### config.mk
export PLATFORM = sky130hd
export DESIGN_NAME = hep_ram
export DESIGN_NICKNAME = d
export VERILOG_FILES = /design/src/rtl/core/hep_ram.sv
export SDC_FILE = /design/constraint.sdc
export NUM_CORES = 1
export LEC_CHECK = 0
export BUFFER_PORTS_ARGS = -buffer_cell sky130_fd_sc_hd__buf_2
export CORE_ASPECT_RATIO = 1.25
export CORE_UTILIZATION = 60
export DETAILED_ROUTE_END_ITERATION = 7
export GPL_TIMING_DRIVEN = 0
export PLACE_DENSITY = 0.75
export SLEW_MARGIN = 20
export SYNTH_ARGS = -nofsm -noshare
export SYNTH_HDL_FRONTEND = slang
export SYNTH_SLANG_ARGS = --single-unit
### constraint.sdc
create_clock -name clk -period 2.3 [get_ports clk]
set_input_delay 0.46 -clock clk [delete_from_list [all_inputs] [get_ports clk]]
set_output_delay 0.46 -clock clk [all_outputs]
set_load 0.005 [all_outputs]
### src/rtl/core/hep_ram.sv
// Generic single-port-write, single-port-read RAM with a registered read.
`timescale 1ns / 1ps
`default_nettype none

module hep_ram #(
    parameter int WIDTH = 8,
    parameter int DEPTH = 16
) (
    input  wire logic                             clk,
    input  wire logic                             we,
    input  wire logic [$clog2(DEPTH > 1 ? DEPTH : 2)-1:0] waddr,
    input  wire logic [WIDTH-1:0]                 wdata,
    input  wire logic                             re,
    input  wire logic [$clog2(DEPTH > 1 ? DEPTH : 2)-1:0] raddr,
    output logic      [WIDTH-1:0]                 rdata
);

    logic [WIDTH-1:0] mem [DEPTH];
    logic [WIDTH-1:0] rdata_reg;

    always_ff @(posedge clk)
    begin
        if (we)
        begin
            mem[waddr] <= wdata;
        end
        if (re)
        begin
            rdata_reg <= mem[raddr];
        end
    end

    assign rdata = rdata_reg;

endmodule

`default_nettype wire

== Word level (Yosys, flattened, before mapping) ==
Memory sizes are Yosys's and may differ from the RTL's. A register that Yosys moved wholly into a read port is not among the register bits.
Cells that the tools add are included.
Widths: inputs -> output; s select.

* Register bits after elaboration: 0
* Memory bits (writable): 128
* Input bits: 19
* Output and inout bits: 8
* Logic and storage cells: 3
* Memories: 1

{| class="wikitable"
|+ Memories
! memory !! depth !! width !! rd ports !! clocked after Yosys merged registers in !! write ports !! line !! text
|-
| mem || 16 || 8 || 1 || 1 || 1 || 18 || <nowiki>logic [WIDTH-1:0] mem [DEPTH];</nowiki>
|}

* Muxes and demuxes: 2

{| class="wikitable"
|+ Operators by type and width
! operator !! count
|-
| $mux 1 || 2
|}

== Logic depth before layout (Yosys ltp) ==
* Word-level depth: 2
* Mapped depth: 5

== Worst setup path before layout ==
No wires, ideal clock.

* Path kind: input to register
* Start: in waddr[2] in the netlist's numbering
* End: mem mem[0][0] (enable)
* Setup time: 0.383 ns
* Data arrival time: 1.570 ns
* Data required time: 1.917 ns
* Slack: 0.347 ns
* Stages: 2
* Buffers on the path: 0
* Cell sequence: or3b_2 > nor3_1

{| class="wikitable"
|+ RTL lines
! item !! line !! text
|-
| from (decl) || 11 || <nowiki>input wire logic [$clog2(DEPTH > 1 ? DEPTH : 2)-1:0] waddr,</nowiki>
|-
| to (decl) || 18 ||
|}

No word-level cell before the write port.

==> metrics.yaml <==
status: "finished, final reports clean"
synthCells: 229
areaGrowthSynthToFinish_pct: 16.6
finalHoldViolCount: 0
antenna_found_initial: 0
via_per_inst: 6.38
yosys.area.top_type: "edfxtp_1"
grt_setup_unrepaired: "no"
path_delay_family: "multiplexers"
cts_sinks: 136
postCtsSetupRepairBufs: 0
tightest_slew_ps: 842
holdCritPathClass: "primary input to flip-flop"
instances_no_fill: 383
fin_nets: 292
die_w_um: 85.5
syn_area_per_cell_um2: 22.8
fin_crit_sh: 0.700
slowest_delay_ps: 570
largest_reg_flops: 128
wl_per_cell_um: 25.9
dieArea_um2: 9090
synth_fp_nets: 248
numCtsBuffers: 17
ir_drop_mv: 0.768
layout_setup_ws_ps: 689
ys_ff_latch: 136
hpwlAfterDp_um: 6020
clk_latency_ps: 530
grt_pass1_wl_um: 15200
worstPathCellList: "mux4_1 > a22oi_1 > nand2_1"
holdBufCountCts: 0
skew_ps: 10.2
die_h_um: 106
rows: 37
maxSlewViolCount: 0
cts_resized: 0
slew_headroom: 0.436
num_antenna_cells: 0
p_leak_nw: 2.04
tritoncts: "yes"
fmax_ghz: 0.621
final.min_clock_period_ps: 1610
gp_congestion: 0.931
tns_ps: 0
finalSetupViolCount: 0
yosysWarnings: 0
initial_core_util: 0.627
max-cap-violations: 0
ys_types: 18
drt_iter0_drc: 177
fillerInstances: 479
cp.required_ps: 2560
drive_gt1_frac: 0.304
dpl.cell_count: 351
synth_top_area_frac: 0.781
portBuffers: 25
ys_seq_area_frac: 0.781
drt_wl_total_um: 9940
syn_area_um2: 5230
core_um2: 8330
crit_buf_inv: 0
overflow: 0
cts_buffer_depth: 2
cts_root_buf: "clkbuf_8"
grtUsageTotal: 0.251
drtPass1Iterations: 4
powerDensity_nw_per_um2: 948
route.detailed.drc: 0
pin_count: 27
critPathSlowestCell: "mux4_1"
path_class: "flip-flop to flip-flop"
worst_setup_path_end_kind: "flip-flop"
cp.arrival_ps: 1880
cp-start-kind: "flip-flop"
vias: 2442
place_ws_ps: 136
cts_max_level: 4
synth_top_cells_by_area: "edfxtp_1 (78%), mux4_2 (7.8%), mux4_1 (7.0%)"
critPathMaxFanout: 1
clkSlewWorstSetupHoldPaths_ps: 60
ant_nets: 0
grt_max_degree: 17
grt_pass1_vias: 2515
fin_util: 0.731
[final timing paths]
kind                            startpoint        to  slack, ps  cells after the start
worst min register to register  mem[14][1]  rdata[1]        750                      3
worst min-delay path                    re  rdata[1]        280                      1
worst max-delay path             mem[1][3]  rdata[3]        690                      3
worst max register to register   mem[1][3]  rdata[3]        690                      3
[layout by cell type (no fill, tap or decap)]
| cell type | count |
|---|---|
| nor2b_1 | 1 |
| bufinv_16 | 4 |
| a22oi_1 | 16 |
| clkinv_4 | 1 |
| buf_6 | 3 |
| or3b_2 | 1 |
| nand2b_1 | 2 |
| clkbuf_8 | 1 |
| clkbuf_16 | 16 |
| mux4_1 | 14 |
| and2_1 | 1 |
| clkinv_1 | 2 |
| clkinvlp_4 | 4 |
| nor2_1 | 13 |
| edfxtp_1 | 136 |
| mux4_2 | 18 |
| clkinv_2 | 3 |
| nor3_2 | 4 |
| buf_2 | 28 |
| clkdlybuf4s25_2 | 3 |
| nand3b_1 | 2 |
| buf_4 | 1 |
| clkbuf_1 | 1 |
| nand2_1 | 9 |
| nand3_1 | 1 |
| and2b_1 | 1 |
[metrics by stage]
step                      hold slack [ps]  cell area, µm²  power, mW
after global routing                  273            6090       5.92
final                                 283            6090       5.78
after CTS                             262            6090       5.80
after floorplan                       559            5230       3.00
after detailed placement              748            5490       3.12
after global placement                734            5470       3.10
[cell families after synthesis]
kind of cell	Yosys count	synth area share
mux	32	0.148
compound gates	16	0.0230
simple gates	35	0.0314
flops	136	0.781
buf+inv	10	0.0165
[Yosys cell counts]
library cell       n
edfxtp_1         136
mux4_2            18
a22oi_1           16
mux4_1            14
nor2_1            13
nand2_1            9
nor3_1             4
buf_2              3
buf_6              3
clkdlybuf4s25_2    3
nand2b_1           2
nand3b_1           2
and2_1             1
and2b_1            1
buf_4              1
nand3_1            1
nor2b_1            1
or3b_2             1
[final cells by class]
cell class	count	area, µm²	share of cell area
flip-flops and latches	136	4080	0.670
multi-input cells	83	1080	0.177
clock buffers	18	418	0.0686
clock inverters	14	181	0.0298
repair buffers	25	125	0.0205
well taps	97	121	0.0199
plain buffers	10	86.3	0.0142
[worst reg2reg max path: stages (launching register included)]
cell	delay, ps
edfxtp_1	350
mux4_1	570
a22oi_1	330
nand2_1	100
[routing by layer]
layer / track usage / vias to the layer above / part of all wire
met1: 0.326 / 1229 / 0.38
met4: 0.135 / 0 / 0.029
li1: - / 1071 / -
met5: 0 / - / 0
met2: 0.401 / 126 / 0.52
met3: 0.0559 / 16 / 0.069
[report_power, final]
group          leakage (nW)  switching, mW  internal (mW)  total [mW]
combinational         0.523          0.156          0.108       0.263
clock                 0.282          0.964           1.74        2.71
sequential             1.24         0.0128           2.79        2.81
No activity file was read; power rests on OpenSTA's default activity.
